$ cat src/fbsp_pkg.sv
// Package for the position string parser: character codes, phase and kind types,
// the result word structure and the piece letter decode function.
// No dependencies.
`timescale 1ns / 1ps
`default_nettype none

package fbsp_pkg;

    localparam int unsigned CH_W     = 8;
    localparam int unsigned SQ_W     = 6;
    localparam int unsigned PIECE_W  = 4;
    localparam int unsigned CASTLE_W = 4;
    localparam int unsigned POS_W    = 4;
    localparam int unsigned OUT_W    = 16;

    localparam logic [CH_W-1:0] CH_NUL   = 8'h00;
    localparam logic [CH_W-1:0] CH_SPACE = 8'h20;
    localparam logic [CH_W-1:0] CH_SLASH = 8'h2F;
    localparam logic [CH_W-1:0] CH_ZERO  = 8'h30;
    localparam logic [CH_W-1:0] CH_EIGHT = 8'h38;
    localparam logic [CH_W-1:0] CH_LOW_W = 8'h77;
    localparam logic [CH_W-1:0] CH_UP_K  = 8'h4B;
    localparam logic [CH_W-1:0] CH_UP_Q  = 8'h51;
    localparam logic [CH_W-1:0] CH_LOW_K = 8'h6B;
    localparam logic [CH_W-1:0] CH_LOW_Q = 8'h71;

    localparam logic [POS_W-1:0] RANK_TOP = 4'd8;
    localparam logic [POS_W-1:0] FILE_MAX = 4'd15;
    localparam logic [POS_W-1:0] FILE_END = 4'd8;

    localparam logic [CASTLE_W-1:0] CASTLE_WK = 4'b0001;
    localparam logic [CASTLE_W-1:0] CASTLE_WQ = 4'b0010;
    localparam logic [CASTLE_W-1:0] CASTLE_BK = 4'b0100;
    localparam logic [CASTLE_W-1:0] CASTLE_BQ = 4'b1000;

    typedef enum logic [2:0] {
        PH_PLACE  = 3'd0,
        PH_SIDE   = 3'd1,
        PH_SEP    = 3'd2,
        PH_CASTLE = 3'd3,
        PH_EP     = 3'd4,
        PH_HALF   = 3'd5,
        PH_FULL   = 3'd6
    } t_phase;

    typedef enum logic [1:0] {
        KIND_SQUARE = 2'd0,
        KIND_SIDE   = 2'd1,
        KIND_CASTLE = 2'd2,
        KIND_DONE   = 2'd3
    } t_kind;

    typedef struct packed {
        logic                vld;
        t_kind               kind;
        logic [SQ_W-1:0]     square;
        logic [PIECE_W-1:0]  piece;
        logic                side;
        logic [CASTLE_W-1:0] castle_mask;
    } t_result;

    function automatic logic [PIECE_W-1:0] piece_code(input logic [CH_W-1:0] c);
        logic [PIECE_W-1:0] p;
        unique case (c)
            8'h50:   p = 4'd1;
            8'h4E:   p = 4'd2;
            8'h42:   p = 4'd3;
            8'h52:   p = 4'd4;
            8'h51:   p = 4'd5;
            8'h4B:   p = 4'd6;
            8'h70:   p = 4'd7;
            8'h6E:   p = 4'd8;
            8'h62:   p = 4'd9;
            8'h72:   p = 4'd10;
            8'h71:   p = 4'd11;
            8'h6B:   p = 4'd12;
            default: p = 4'd0;
        endcase
        return p;
    endfunction

endpackage

`default_nettype wire

$ cat src/fbsp_parse.sv
// Parser core: phase, rank, file and castling registers with the per-character
// next-state and result logic. Depends on fbsp_pkg.
`timescale 1ns / 1ps
`default_nettype none

module fbsp_parse (
    input  wire                          i_clk,
    input  wire                          i_rst_n,
    input  wire                          i_step,
    input  wire  [fbsp_pkg::CH_W-1:0]    i_ch,
    output fbsp_pkg::t_result            o_res
);
    import fbsp_pkg::*;

    t_phase              r_phase,  n_phase;
    logic [POS_W-1:0]    r_rank,   n_rank;
    logic [POS_W-1:0]    r_file,   n_file;
    logic [CASTLE_W-1:0] r_castle, n_castle;

    logic [POS_W:0]      file_sum;
    logic [POS_W-1:0]    rank_m1;
    logic                on_board;

    always_ff @(posedge i_clk) begin
        if (!i_rst_n) begin
            r_phase  <= PH_PLACE;
            r_rank   <= RANK_TOP;
            r_file   <= '0;
            r_castle <= '0;
        end else if (i_step) begin
            r_phase  <= n_phase;
            r_rank   <= n_rank;
            r_file   <= n_file;
            r_castle <= n_castle;
        end
    end

    always_comb begin
        n_phase  = r_phase;
        n_rank   = r_rank;
        n_file   = r_file;
        n_castle = r_castle;
        o_res    = '0;
        file_sum = {1'b0, r_file} + {1'b0, i_ch[POS_W-1:0]};
        rank_m1  = r_rank - 4'd1;
        on_board = (r_rank != '0) && (r_file < FILE_END);

        if (i_ch == CH_NUL) begin
            n_phase    = PH_PLACE;
            n_rank     = RANK_TOP;
            n_file     = '0;
            n_castle   = '0;
            o_res.vld  = 1'b1;
            o_res.kind = KIND_DONE;
        end else begin
            unique case (r_phase)
                PH_PLACE: begin
                    if (i_ch == CH_SPACE) begin
                        n_phase = PH_SIDE;
                    end else if (i_ch == CH_SLASH) begin
                        if (r_rank != '0) begin
                            n_rank = rank_m1;
                        end
                        n_file = '0;
                    end else if (i_ch >= CH_ZERO && i_ch <= CH_EIGHT) begin
                        n_file = (file_sum > {1'b0, FILE_MAX}) ? FILE_MAX
                                                               : file_sum[POS_W-1:0];
                    end else begin
                        if (r_file != FILE_MAX) begin
                            n_file = r_file + 4'd1;
                        end
                        o_res.vld    = on_board;
                        o_res.kind   = KIND_SQUARE;
                        o_res.square = {rank_m1[2:0], r_file[2:0]};
                        o_res.piece  = piece_code(i_ch);
                    end
                end
                PH_SIDE: begin
                    n_phase    = PH_SEP;
                    o_res.vld  = 1'b1;
                    o_res.kind = KIND_SIDE;
                    o_res.side = (i_ch != CH_LOW_W);
                end
                PH_SEP: begin
                    n_phase = PH_CASTLE;
                end
                PH_CASTLE: begin
                    priority if (i_ch == CH_SPACE) begin
                        n_phase           = PH_EP;
                        o_res.vld         = 1'b1;
                        o_res.kind        = KIND_CASTLE;
                        o_res.castle_mask = r_castle;
                    end else if (i_ch == CH_UP_K) begin
                        n_castle = r_castle | CASTLE_WK;
                    end else if (i_ch == CH_UP_Q) begin
                        n_castle = r_castle | CASTLE_WQ;
                    end else if (i_ch == CH_LOW_K) begin
                        n_castle = r_castle | CASTLE_BK;
                    end else if (i_ch == CH_LOW_Q) begin
                        n_castle = r_castle | CASTLE_BQ;
                    end else begin
                        n_castle = r_castle;
                    end
                end
                PH_EP: begin
                    if (i_ch == CH_SPACE) begin
                        n_phase = PH_HALF;
                    end
                end
                PH_HALF: begin
                    if (i_ch == CH_SPACE) begin
                        n_phase = PH_FULL;
                    end
                end
                default: begin
                    n_phase = r_phase;
                end
            endcase
        end

        if (!i_step) begin
            o_res.vld = 1'b0;
        end
    end

endmodule

`default_nettype wire

$ cat src/fbsp_out_reg.sv
// Output register for result words with stream handshake and payload packing.
// Depends on fbsp_pkg.
`timescale 1ns / 1ps
`default_nettype none

module fbsp_out_reg (
    input  wire                          i_clk,
    input  wire                          i_rst_n,
    input  fbsp_pkg::t_result            i_res,
    output logic                         o_free,
    output logic                         o_m_tvalid,
    input  wire                          i_m_tready,
    output logic [fbsp_pkg::OUT_W-1:0]   o_m_tdata,
    output logic [1:0]                   o_m_tuser
);
    import fbsp_pkg::*;

    logic             r_vld;
    logic [OUT_W-1:0] r_data;
    logic [1:0]       r_user;

    assign o_free = !r_vld || i_m_tready;

    always_ff @(posedge i_clk) begin
        if (!i_rst_n) begin
            r_vld <= 1'b0;
        end else if (o_free) begin
            r_vld <= i_res.vld;
        end
    end

    always_ff @(posedge i_clk) begin
        if (o_free && i_res.vld) begin
            r_data <= {1'b0, i_res.castle_mask, i_res.side, i_res.piece, i_res.square};
            r_user <= i_res.kind;
        end
    end

    assign o_m_tvalid = r_vld;
    assign o_m_tdata  = r_data;
    assign o_m_tuser  = r_user;

endmodule

`default_nettype wire

$ cat src/fen_board_setup_parser.sv
// Top level of the position string parser: input word register, parser core
// and output register. Depends on fbsp_pkg, fbsp_parse and fbsp_out_reg.
//
// Usage: characters of a position string enter on the slave stream, one per
// word in s_tdata[7:0]. Each character gives zero or one result word on the
// master stream. Result kind is in m_tuser; m_tdata carries square, piece,
// side and castling mask. A NUL character ends the record with a done word
// and rearms the parser for the next string.
// A result word is valid once the output register holds it: the character is
// registered at the accepting edge, and the parser logic then loads the output
// register when it is free. Throughput is one character per cycle
// while the receiver takes results; each stage is a single register.
// Reset clears the parser to the start of the placement field, rank 8, file
// 0, with no castling bits, and empties both registers.
// When the receiver stalls, the output register holds its word, the input
// register takes one more character, and the slave tready then drops until
// the output register is taken.
`timescale 1ns / 1ps
`default_nettype none

module fen_board_setup_parser (
    input  wire                         i_clk,
    input  wire                         i_rst_n,
    input  wire                         i_s_tvalid,
    output logic                        o_s_tready,
    input  wire  [fbsp_pkg::CH_W-1:0]   i_s_tdata,   // [7:0] ch
    output logic                        o_m_tvalid,
    input  wire                         i_m_tready,
    output logic [fbsp_pkg::OUT_W-1:0]  o_m_tdata,   // [5:0] square, [9:6] piece,
                                                     // [10] side, [14:11] castle_mask
    output logic [1:0]                  o_m_tuser    // [1:0] kind
);
    import fbsp_pkg::*;

    logic            r_in_vld;
    logic [CH_W-1:0] r_in_ch;
    logic            out_free;
    logic            step;
    t_result         res;

    assign step       = r_in_vld && out_free;
    assign o_s_tready = !r_in_vld || out_free;

    always_ff @(posedge i_clk) begin
        if (!i_rst_n) begin
            r_in_vld <= 1'b0;
        end else if (o_s_tready) begin
            r_in_vld <= i_s_tvalid;
        end
    end

    always_ff @(posedge i_clk) begin
        if (o_s_tready && i_s_tvalid) begin
            r_in_ch <= i_s_tdata;
        end
    end

    fbsp_parse u_parse (
        .i_clk   (i_clk),
        .i_rst_n (i_rst_n),
        .i_step  (step),
        .i_ch    (r_in_ch),
        .o_res   (res)
    );

    fbsp_out_reg u_out (
        .i_clk      (i_clk),
        .i_rst_n    (i_rst_n),
        .i_res      (res),
        .o_free     (out_free),
        .o_m_tvalid (o_m_tvalid),
        .i_m_tready (i_m_tready),
        .o_m_tdata  (o_m_tdata),
        .o_m_tuser  (o_m_tuser)
    );

endmodule

`default_nettype wire

$ cat config.mk
export PLATFORM = sky130hd
export DESIGN_NAME = fen_board_setup_parser
export DESIGN_NICKNAME = d
export VERILOG_FILES = /design/src/fbsp_pkg.sv /design/src/fbsp_parse.sv /design/src/fbsp_out_reg.sv /design/src/fen_board_setup_parser.sv
export SDC_FILE = /design/constraint.sdc
export NUM_CORES = 1
export LEC_CHECK = 0
export BUFFER_PORTS_ARGS = -buffer_cell sky130_fd_sc_hd__buf_4
export CAP_MARGIN = 30
export CORE_ASPECT_RATIO = 0.5
export CORE_MARGIN = 10
export CORE_UTILIZATION = 30
export DETAILED_ROUTE_END_ITERATION = 6
export PLACE_DENSITY_LB_ADDON = 0.2
export RECOVER_POWER = 50
export SLEW_MARGIN = 20
export SYNTH_ARGS = -nofsm -noshare
export SYNTH_HDL_FRONTEND = slang
export SYNTH_SLANG_ARGS = --single-unit
$ cat constraint.sdc
create_clock -name i_clk -period 3.2 [get_ports i_clk]
set_input_delay 0.64 -clock i_clk [delete_from_list [all_inputs] [get_ports i_clk]]
set_output_delay 0.64 -clock i_clk [all_outputs]
set_load 0.02 [all_outputs]
==> impl_metrics.ini, run 1 <==
[logic_synthesis]
synth_seq_cells = 42
ys.flop_type = edfxtp_1
synth_edf_count = 25
synth_warnings = 0
syn_area_um2 = 2360
synth_nets = 261
ys_seq_area_share_pct = 46.3
yosysTopAreaCell = edfxtp_1
synth.area.top_cells = edfxtp_1, dfxtp_1, ha_1, nand2_1, nor2_1
synth.top_cell.area_share_pct = 31.8
syn_inst = 241
postSynth.asyncResetShare_pct = 0
syn_avg_cell_area_um2 = 9.78
yosys.cell_types.count = 60

[sta]
fmax_mhz = 360
final.min_clock_period_ps = 2780
hold_violations = 0
rsz0062_at_grt = no
tns_ps = 0
slew_violations = 0
maxSlewHeadroom_pct = 54.7
fin_crit_sh_pct = 86.9
worst_pin_slew_ps = 675
clock_skew_ps = 7.19
setup_viol = 0
hold_slack_ps = 467

[power]
total_leakage_power_uw = 0.000945
swShare_pct = 23.1
seqPwrFrac_pct = 48.7
powerDensity_nw_per_um2 = 460
pwr-share-comb_pct = 8.5
p_clk_share_pct = 42.8
ir_drop_mv = 0.175
p_int_uw = 970
p_switching_uw = 291

[finish]
layout-drive-gt1-share_pct = 11.3
antenna_cells = 0
fillers = 777
area_growth_pct = 16.2
layout_common_cells = edfxtp_1, nor2_1, nand2_1, clkbuf_1, dfxtp_1
layout.area.seq_um2 = 1090
layout.nets = 285
fin_util_pct = 36.6
multiInputGateArea_um2 = 1140
layout.cells.most_common = edfxtp_1

[critical_path]
rrSetupSlack_ps = 420
worstSetupPathType = reg -> reg
crit_arrival_ps = 2980
path_max_fanout = 15
rr_startpoint = r_in_ch[0]
r2r-end = u_parse.r_file[2]
endpoint = u_parse.r_file[2]
start_kind = flop
worst-endpoint-required_ps = 3400
startpoint = r_in_ch[0]
end_kind = flop
r2r_cells = 5

[floorplanning]
core-area_um2 = 7490
ios = 32
die_y_um = 82.7
die-area_um2 = 12000
initial_core_util_pct = 31.5
chipWidth_um = 145
row_count = 22

[drt]
drcViolationCount = 0
drtIter0Drc = 137
num_vias = 1873
top_layer = met4
routed_wl_mm = 5.68
dr_wl_met2_mm = 2.36
ant_nets = 0
met3_length_um = 242
wl_met1_mm = 3.03
viasPerCell = 5.01
routedWlPerCell_um = 15.2
dr.pass1.iters = 4

[cts]
cts_resized = 0
cts_tree = yes
clock-sinks = 42
cts_max_level = 2
ctsHoldBuffers = 0
cts_buffer_depth = 2
path_clk_slew_ps = 60
insertion_delay_ps = 280
cts_made_buffers = 5
cts-root-buf = clkbuf_16
postCtsSetupBuffers = 0

[placement]
gp_congestion = 0.837
dp.final_hpwl_mm = 4.25
io_buffers = 30

[grt]
grt_pass1_wl_mm = 9.74
grt_max_degree = 20
track_usage_pct = 9.82
grt_pass1_vias = 1924
antenna_found_initial = 0
overflow = 0

[hold_path]
min_path_type = reg -> reg

[flow_run]
max-cap-violations = 0

[run_status]
status = complete, no violations
metrics by stage:
stage,instance area (um^2),instances,power (uW),setup WS (ps)
5_1_grt,2740,374,1320,198
2_1_floorplan,2360,241,698,633
3_5_place_dp,2660,366,744,562
4_1_cts,2820,374,1290,541
6_report,2740,374,1260,420
3_3_place_gp,2660,366,741,651
power groups by stage:
stage	Clock [uW]	Sequential, uW	Combinational [uW]
after floorplan	0	626	71.5
after global placement	0	626	116
after detailed placement	0	626	118
after CTS	552	615	118
after global routing	579	618	121
final	539	615	107
worst min-delay path by stage:
stage                     cells after the start                start             endpoint  slack (ps)
after floorplan                               2  u_parse.r_castle[0]  u_parse.r_castle[0]         430
after global placement                        2  u_parse.r_castle[2]  u_parse.r_castle[2]         450
after global routing                          2  u_parse.r_castle[1]  u_parse.r_castle[1]         490
after CTS                                     2  u_parse.r_castle[1]  u_parse.r_castle[1]         470
after detailed placement                      2  u_parse.r_castle[1]  u_parse.r_castle[1]         460
final                                         2  u_parse.r_castle[1]  u_parse.r_castle[1]         470
layer usage:
layer / up-vias / GRT usage [%]
li1: 941 / -
met1: 883 / 13.4
met3: 4 / 2.33
met2: 45 / 15.2
met4: 0 / 3.11
met5: - / 0
synthesized netlist by cell type (2+ instances only):
cell,number
edfxtp_1,25
nand2_1,19
nor2_1,19
dfxtp_1,17
inv_1,11
a21oi_1,9
clkbuf_1,9
nand2b_1,8
nor3_1,8
ha_1,7
nor2b_1,7
nand3_1,6
xnor2_1,6
and2_1,5
o21ai_0,5
o311ai_0,5
buf_2,4
o22ai_1,4
a211oi_1,3
a31oi_1,3
and3_1,3
nand4_1,3
nor4_1,3
o31ai_1,3
or3_1,3
xor2_1,3
a21boi_0,2
a21o_1,2
a221oi_1,2
a41oi_1,2
nand3b_1,2
nor3b_1,2
o2111ai_1,2
o221a_2,2
or4_1,2
critical path, cell delays in order, from the launching register on:
cell and delay, ps:
edfxtp_1 590, or4_1 660, nor3_1 600, a21oi_2 90, or4b_4 580, o22ai_1 180
final cells by class:
type | count | area share, %
Clock inverter | 1 | 0.274
Sequential cell | 42 | 39.8
Tap cell | 108 | 4.93
Multi-Input combinational cell | 173 | 41.5
Clock buffer | 7 | 5.62
Timing Repair Buffer | 32 | 6.30
Inverter | 11 | 1.51
state kept, by name, indices dropped and copies added, names as in the netlist:
register	count
u_parse.r_phase	3
u_parse.r_file	4
u_parse.r_castle	4
u_out.o_m_tuser	2
u_parse.r_rank	4
r_in_vld	1
u_out.o_m_tvalid	1
u_out.o_m_tdata	15
r_in_ch	8
kinds of logic after synthesis:
| kind of cell | after synthesis | share of synthesized area, % |
|---|---|---|
| AO/OA/AOI/OAI | 54 | 16.4 |
| other | 1 | 0.159 |
| AND/OR/NAND/NOR | 101 | 24.4 |
| XOR/XNOR | 9 | 3.34 |
| flip-flops | 42 | 46.3 |
| adder cells (fa/ha/maj) | 8 | 4.56 |
| buffers and inverters | 26 | 4.83 |
No activity file was read; power rests on OpenSTA's default activity.
==> inputs of run 2 (changes only) <==
==> constraint.sdc (replaced) <==
create_clock -name i_clk -period 3 [get_ports i_clk]
set_input_delay 0.6 -clock i_clk [delete_from_list [all_inputs] [get_ports i_clk]]
set_output_delay 0.6 -clock i_clk [all_outputs]
set_load 0.02 [all_outputs]
==> impl_metrics.ini, run 2 (synthesis gave the netlist of run 1 again) <==
[flow_run]
max-cap-violations = 0

[cts]
ctsHoldBuffers = 0
cts_max_level = 2
cts_made_buffers = 5
cts-root-buf = clkbuf_16
path_clk_slew_ps = 60
clock-sinks = 42
postCtsSetupBuffers = 0
cts_tree = yes
cts_resized = 0
cts_buffer_depth = 2
insertion_delay_ps = 280

[drt]
ant_nets = 0
drtIter0Drc = 90
drcViolationCount = 0
routedWlPerCell_um = 14.8
num_vias = 1838
routed_wl_mm = 5.55
viasPerCell = 4.90
dr.pass1.iters = 4

[hold_path]
min_path_type = reg -> reg

[grt]
grt_pass1_wl_mm = 9.34
track_usage_pct = 9.42
grt_max_degree = 18
grt_pass1_vias = 1860
antenna_found_initial = 0
overflow = 0

[power]
powerDensity_nw_per_um2 = 482
seqPwrFrac_pct = 49.8
finalPower_uw = 1320
ir_drop_mv = 0.177
p_clk_share_pct = 41.7
p_switching_uw = 313
total_leakage_power_uw = 0.000946
pwr-share-comb_pct = 8.5
p_int_uw = 1010
swShare_pct = 23.7

[floorplanning]
chipWidth_um = 145
ios = 32
row_count = 22
core-area_um2 = 7490
die_y_um = 82.7
initial_core_util_pct = 31.5
die-area_um2 = 12000

[finish]
layout_common_cells = edfxtp_1, nor2_1, nand2_1, clkbuf_1, dfxtp_1
layout-drive-gt1-share_pct = 12.0
antenna_cells = 0
area_growth_pct = 16.1
layout.cells.most_common = edfxtp_1
multiInputGateArea_um2 = 1140
largest_register_ffs = 15
fillers = 814
layout.area.seq_um2 = 1090
layout.nets = 286

[sta]
hold_violations = 0
rsz0062_at_grt = no
tns_ps = 0
slew_violations = 0
fin_crit_sh_pct = 90.5
fmax_mhz = 368
setup_viol = 0
clock_skew_ps = 4.28
worst_pin_slew_ps = 641
final.min_clock_period_ps = 2720
maxSlewHeadroom_pct = 56.9

[critical_path]
rrSetupSlack_ps = 280
crit_chain = or4_4 -> nor3_1 -> a21oi_2 -> or4b_4 -> o22ai_1
critPathTopFamily = simple AND/OR/NAND/NOR gates
path_max_fanout = 15
critical_path_buf_inv_count = 0
r2r_cells = 5
rr_startpoint = r_in_ch[0]
start_kind = flop
end_kind = flop
path_depth = 5
endpoint = u_parse.r_file[1]
worst-endpoint-required_ps = 3200
worstSetupPathType = reg -> reg
slowest_stage = or4_4
cpPeakStageDelay_ps = 630
crit_arrival_ps = 2920
r2r-end = u_parse.r_file[1]
startpoint = r_in_ch[0]

[placement]
dp.final_hpwl_mm = 4.22
io_buffers = 30
gp_congestion = 0.824

[run_status]
status = complete, no violations
## run 2: per-stage QoR
stage | worst slack [ps] | instances | area, um^2 | util, % | hold slack, ps
after global placement | 456 | 367 | 2670 | 35.6 | 451
after floorplan | 433 | 241 | 2360 | - | 428
after CTS | 368 | 375 | 2820 | 37.7 | 466
after detailed placement | 380 | 367 | 2670 | 35.6 | 452
final | 284 | 375 | 2740 | 36.5 | 471
after global routing | 111 | 375 | 2740 | 36.5 | 484
## run 2: worst min path at each step
stage                         from                  end  slack [ps]  depth (start not counted)
2_1_floorplan  u_parse.r_castle[0]  u_parse.r_castle[0]         430                          2
3_3_place_gp   u_parse.r_castle[2]  u_parse.r_castle[2]         450                          2
3_5_place_dp   u_parse.r_castle[0]  u_parse.r_castle[0]         450                          2
4_1_cts        u_parse.r_castle[0]  u_parse.r_castle[0]         470                          2
5_1_grt        u_parse.r_castle[1]  u_parse.r_castle[1]         480                          2
6_report       u_parse.r_castle[1]  u_parse.r_castle[1]         470                          2
## run 2: routing by layer
layer / vias to the layer above / part of all wire (%) / global-route usage, %
met2: 46 / 41 / 14.7
met1: 852 / 53 / 12.8
met4: 0 / 0.67 / 2.71
li1: 938 / - / -
met3: 2 / 5.0 / 2.28
met5: - / 0 / 0
## run 2: power groups by stage
stage	clock network, uW	logic [uW]	registers [uW]
after floorplan	0	76.3	668
after global placement	0	122	670
after detailed placement	0	123	670
after CTS	551	124	657
after global routing	587	127	661
final	550	112	656
## run 2: worst min-delay path: stages, from the launching register on
cell and delay, ps:
dfxtp_1 320, a31oi_1 40, nor2_1 70
## run 2: final cells by class
| cell class | count | share of cell area (%) |
|---|---|---|
| Multi-Input combinational cell | 173 | 41.7 |
| Clock buffer | 6 | 5.08 |
| Timing Repair Buffer | 33 | 6.45 |
| Sequential cell | 42 | 39.9 |
| Clock inverter | 2 | 0.457 |
| Inverter | 11 | 1.51 |
| Tap cell | 108 | 4.94 |
==> inputs of run 3 (changes only) <==
--- a/config.mk
+++ b/config.mk
@@ -6,11 +6,11 @@
 export NUM_CORES = 1
 export LEC_CHECK = 0
 export BUFFER_PORTS_ARGS = -buffer_cell sky130_fd_sc_hd__buf_4
-export CAP_MARGIN = 30
 export CORE_ASPECT_RATIO = 0.5
 export CORE_MARGIN = 10
 export CORE_UTILIZATION = 30
 export DETAILED_ROUTE_END_ITERATION = 6
+export MAX_ROUTING_LAYER = met4
 export PLACE_DENSITY_LB_ADDON = 0.2
 export RECOVER_POWER = 50
 export SLEW_MARGIN = 20
==> impl_metrics.ini, run 3 (synthesis gave the netlist of run 1 again) <==
[run_status]
status = complete, no violations

[cts]
insertion_delay_ps = 280
cts-root-buf = clkbuf_16
cts_max_level = 2
postCtsSetupBuffers = 0
cts_made_buffers = 5
cts_tree = yes
ctsHoldBuffers = 0
cts_buffer_depth = 2
path_clk_slew_ps = 60
cts_resized = 0
clock-sinks = 42

[power]
p_int_uw = 1010
pwr-share-comb_pct = 8.5
seqPwrFrac_pct = 49.8
swShare_pct = 23.7
powerDensity_nw_per_um2 = 482
ir_drop_mv = 0.176
total_leakage_power_uw = 0.000946
p_switching_uw = 313
p_clk_share_pct = 41.7

[sta]
tns_ps = 0
hold_violations = 0
fin_crit_sh_pct = 90.9
maxSlewHeadroom_pct = 56.2
worst_pin_slew_ps = 652
clock_skew_ps = 4.48
hold_slack_ps = 470
fmax_mhz = 367
final.min_clock_period_ps = 2730
slew_violations = 0
setup_viol = 0
rsz0062_at_grt = no

[grt]
antenna_found_initial = 0
track_usage_pct = 9.71
grt_pass1_wl_mm = 9.30
grt_pass1_vias = 1862
overflow = 0
grt_max_degree = 18

[placement]
io_buffers = 30
gp_congestion = 0.836
dp.final_hpwl_mm = 4.22

[finish]
layout-drive-gt1-share_pct = 12.0
area_growth_pct = 16.1
layout.cells.most_common = edfxtp_1
antenna_cells = 0
largest_register_ffs = 15
fillers = 814
layout_common_cells = edfxtp_1, nor2_1, nand2_1, clkbuf_1, dfxtp_1
multiInputGateArea_um2 = 1140
layout.area.seq_um2 = 1090
layout.nets = 286

[hold_path]
hold_path_depth = 2
min_path_type = reg -> reg
min_from = u_parse.r_castle[0]
hold-path-endpoint = u_parse.r_castle[0]

[floorplanning]
initial_core_util_pct = 31.5
ios = 32
die_y_um = 82.7
die-area_um2 = 12000
row_count = 22
chipWidth_um = 145
core-area_um2 = 7490

[critical_path]
start_kind = flop
end_kind = flop
slowest_stage = or4_4
critical_path_buf_inv_count = 0
crit_chain = or4_4 -> nor3_1 -> a21oi_2 -> or4b_4 -> o22ai_1
crit_arrival_ps = 2930
critPathTopFamily = simple AND/OR/NAND/NOR gates
r2r_cells = 5
path_max_fanout = 15
r2r-end = u_parse.r_file[1]
worst-endpoint-required_ps = 3200
rr_startpoint = r_in_ch[0]
cpPeakStageDelay_ps = 630
rrSetupSlack_ps = 270
worstSetupPathType = reg -> reg

[drt]
drcViolationCount = 0
dr.pass1.iters = 5
routed_wl_mm = 5.56
ant_nets = 0
drtIter0Drc = 79
viasPerCell = 4.89
routedWlPerCell_um = 14.8
num_vias = 1833

[flow_run]
max-cap-violations = 0
==> run 3: cell counts in the layout (fill, tap and decap cells not counted) <==
No cell type changed its count.
==> run 3: worst max-delay path by stage <==
| stage | start | endpoint | slack [ps] | depth (start not counted) |
|---|---|---|---|---|
| CTS | u_parse.r_rank[0] | u_out.o_m_tuser[1] | 370 | 7 |
| detailed placement | u_parse.r_rank[0] | u_out.o_m_tuser[0] | 380 | 7 |
| floorplan | u_parse.r_rank[0] | u_out.o_m_tdata[0] | 430 | 6 |
| global route | r_in_ch[0] | u_parse.r_file[3] | 110 | 5 |
| finish | r_in_ch[0] | u_parse.r_file[1] | 270 | 5 |
| global placement | u_parse.r_rank[0] | u_out.o_m_tuser[0] | 460 | 7 |
==> run 3: power by group through the flow <==
| stage | Clock (uW) | Sequential (uW) | Combinational, uW |
|---|---|---|---|
| floorplan | 0 | 668 | 76.3 |
| global placement | 0 | 670 | 122 |
| detailed placement | 0 | 670 | 123 |
| CTS | 551 | 657 | 124 |
| global route | 585 | 661 | 127 |
| finish | 549 | 656 | 112 |
==> run 3: layout make-up <==
type	instances	share of cell area, %
Inverter	11	1.51
Multi-Input combinational cell	173	41.7
Clock buffer	6	5.08
Tap cell	108	4.94
Sequential cell	42	39.9
Timing Repair Buffer	33	6.45
Clock inverter	2	0.457
==> run 3: per-layer routing <==
metal	global-route usage (%)	routed length [um]	share of wire [%]
met1	12.9	3030	54
met4	2.71	37	0.67
met2	14.7	2280	41
met5	-	0	0
met3	2.06	220	4.0
==> run 3: metrics by stage <==
stage / setup WS, ps / total power [uW] / instances / util, % / instance area, um^2
after detailed placement: 380 / 793 / 367 / 35.6 / 2670
after global routing: 111 / 1370 / 375 / 36.5 / 2740
after global placement: 456 / 791 / 367 / 35.6 / 2670
final: 273 / 1320 / 375 / 36.5 / 2740
after floorplan: 433 / 745 / 241 / - / 2360
after CTS: 368 / 1330 / 375 / 37.7 / 2820
==> run 3: worst min-delay path: stages, from the launching register on <==
cell and delay (ps):
dfxtp_1 330, a31oi_1 40, nor2_1 70
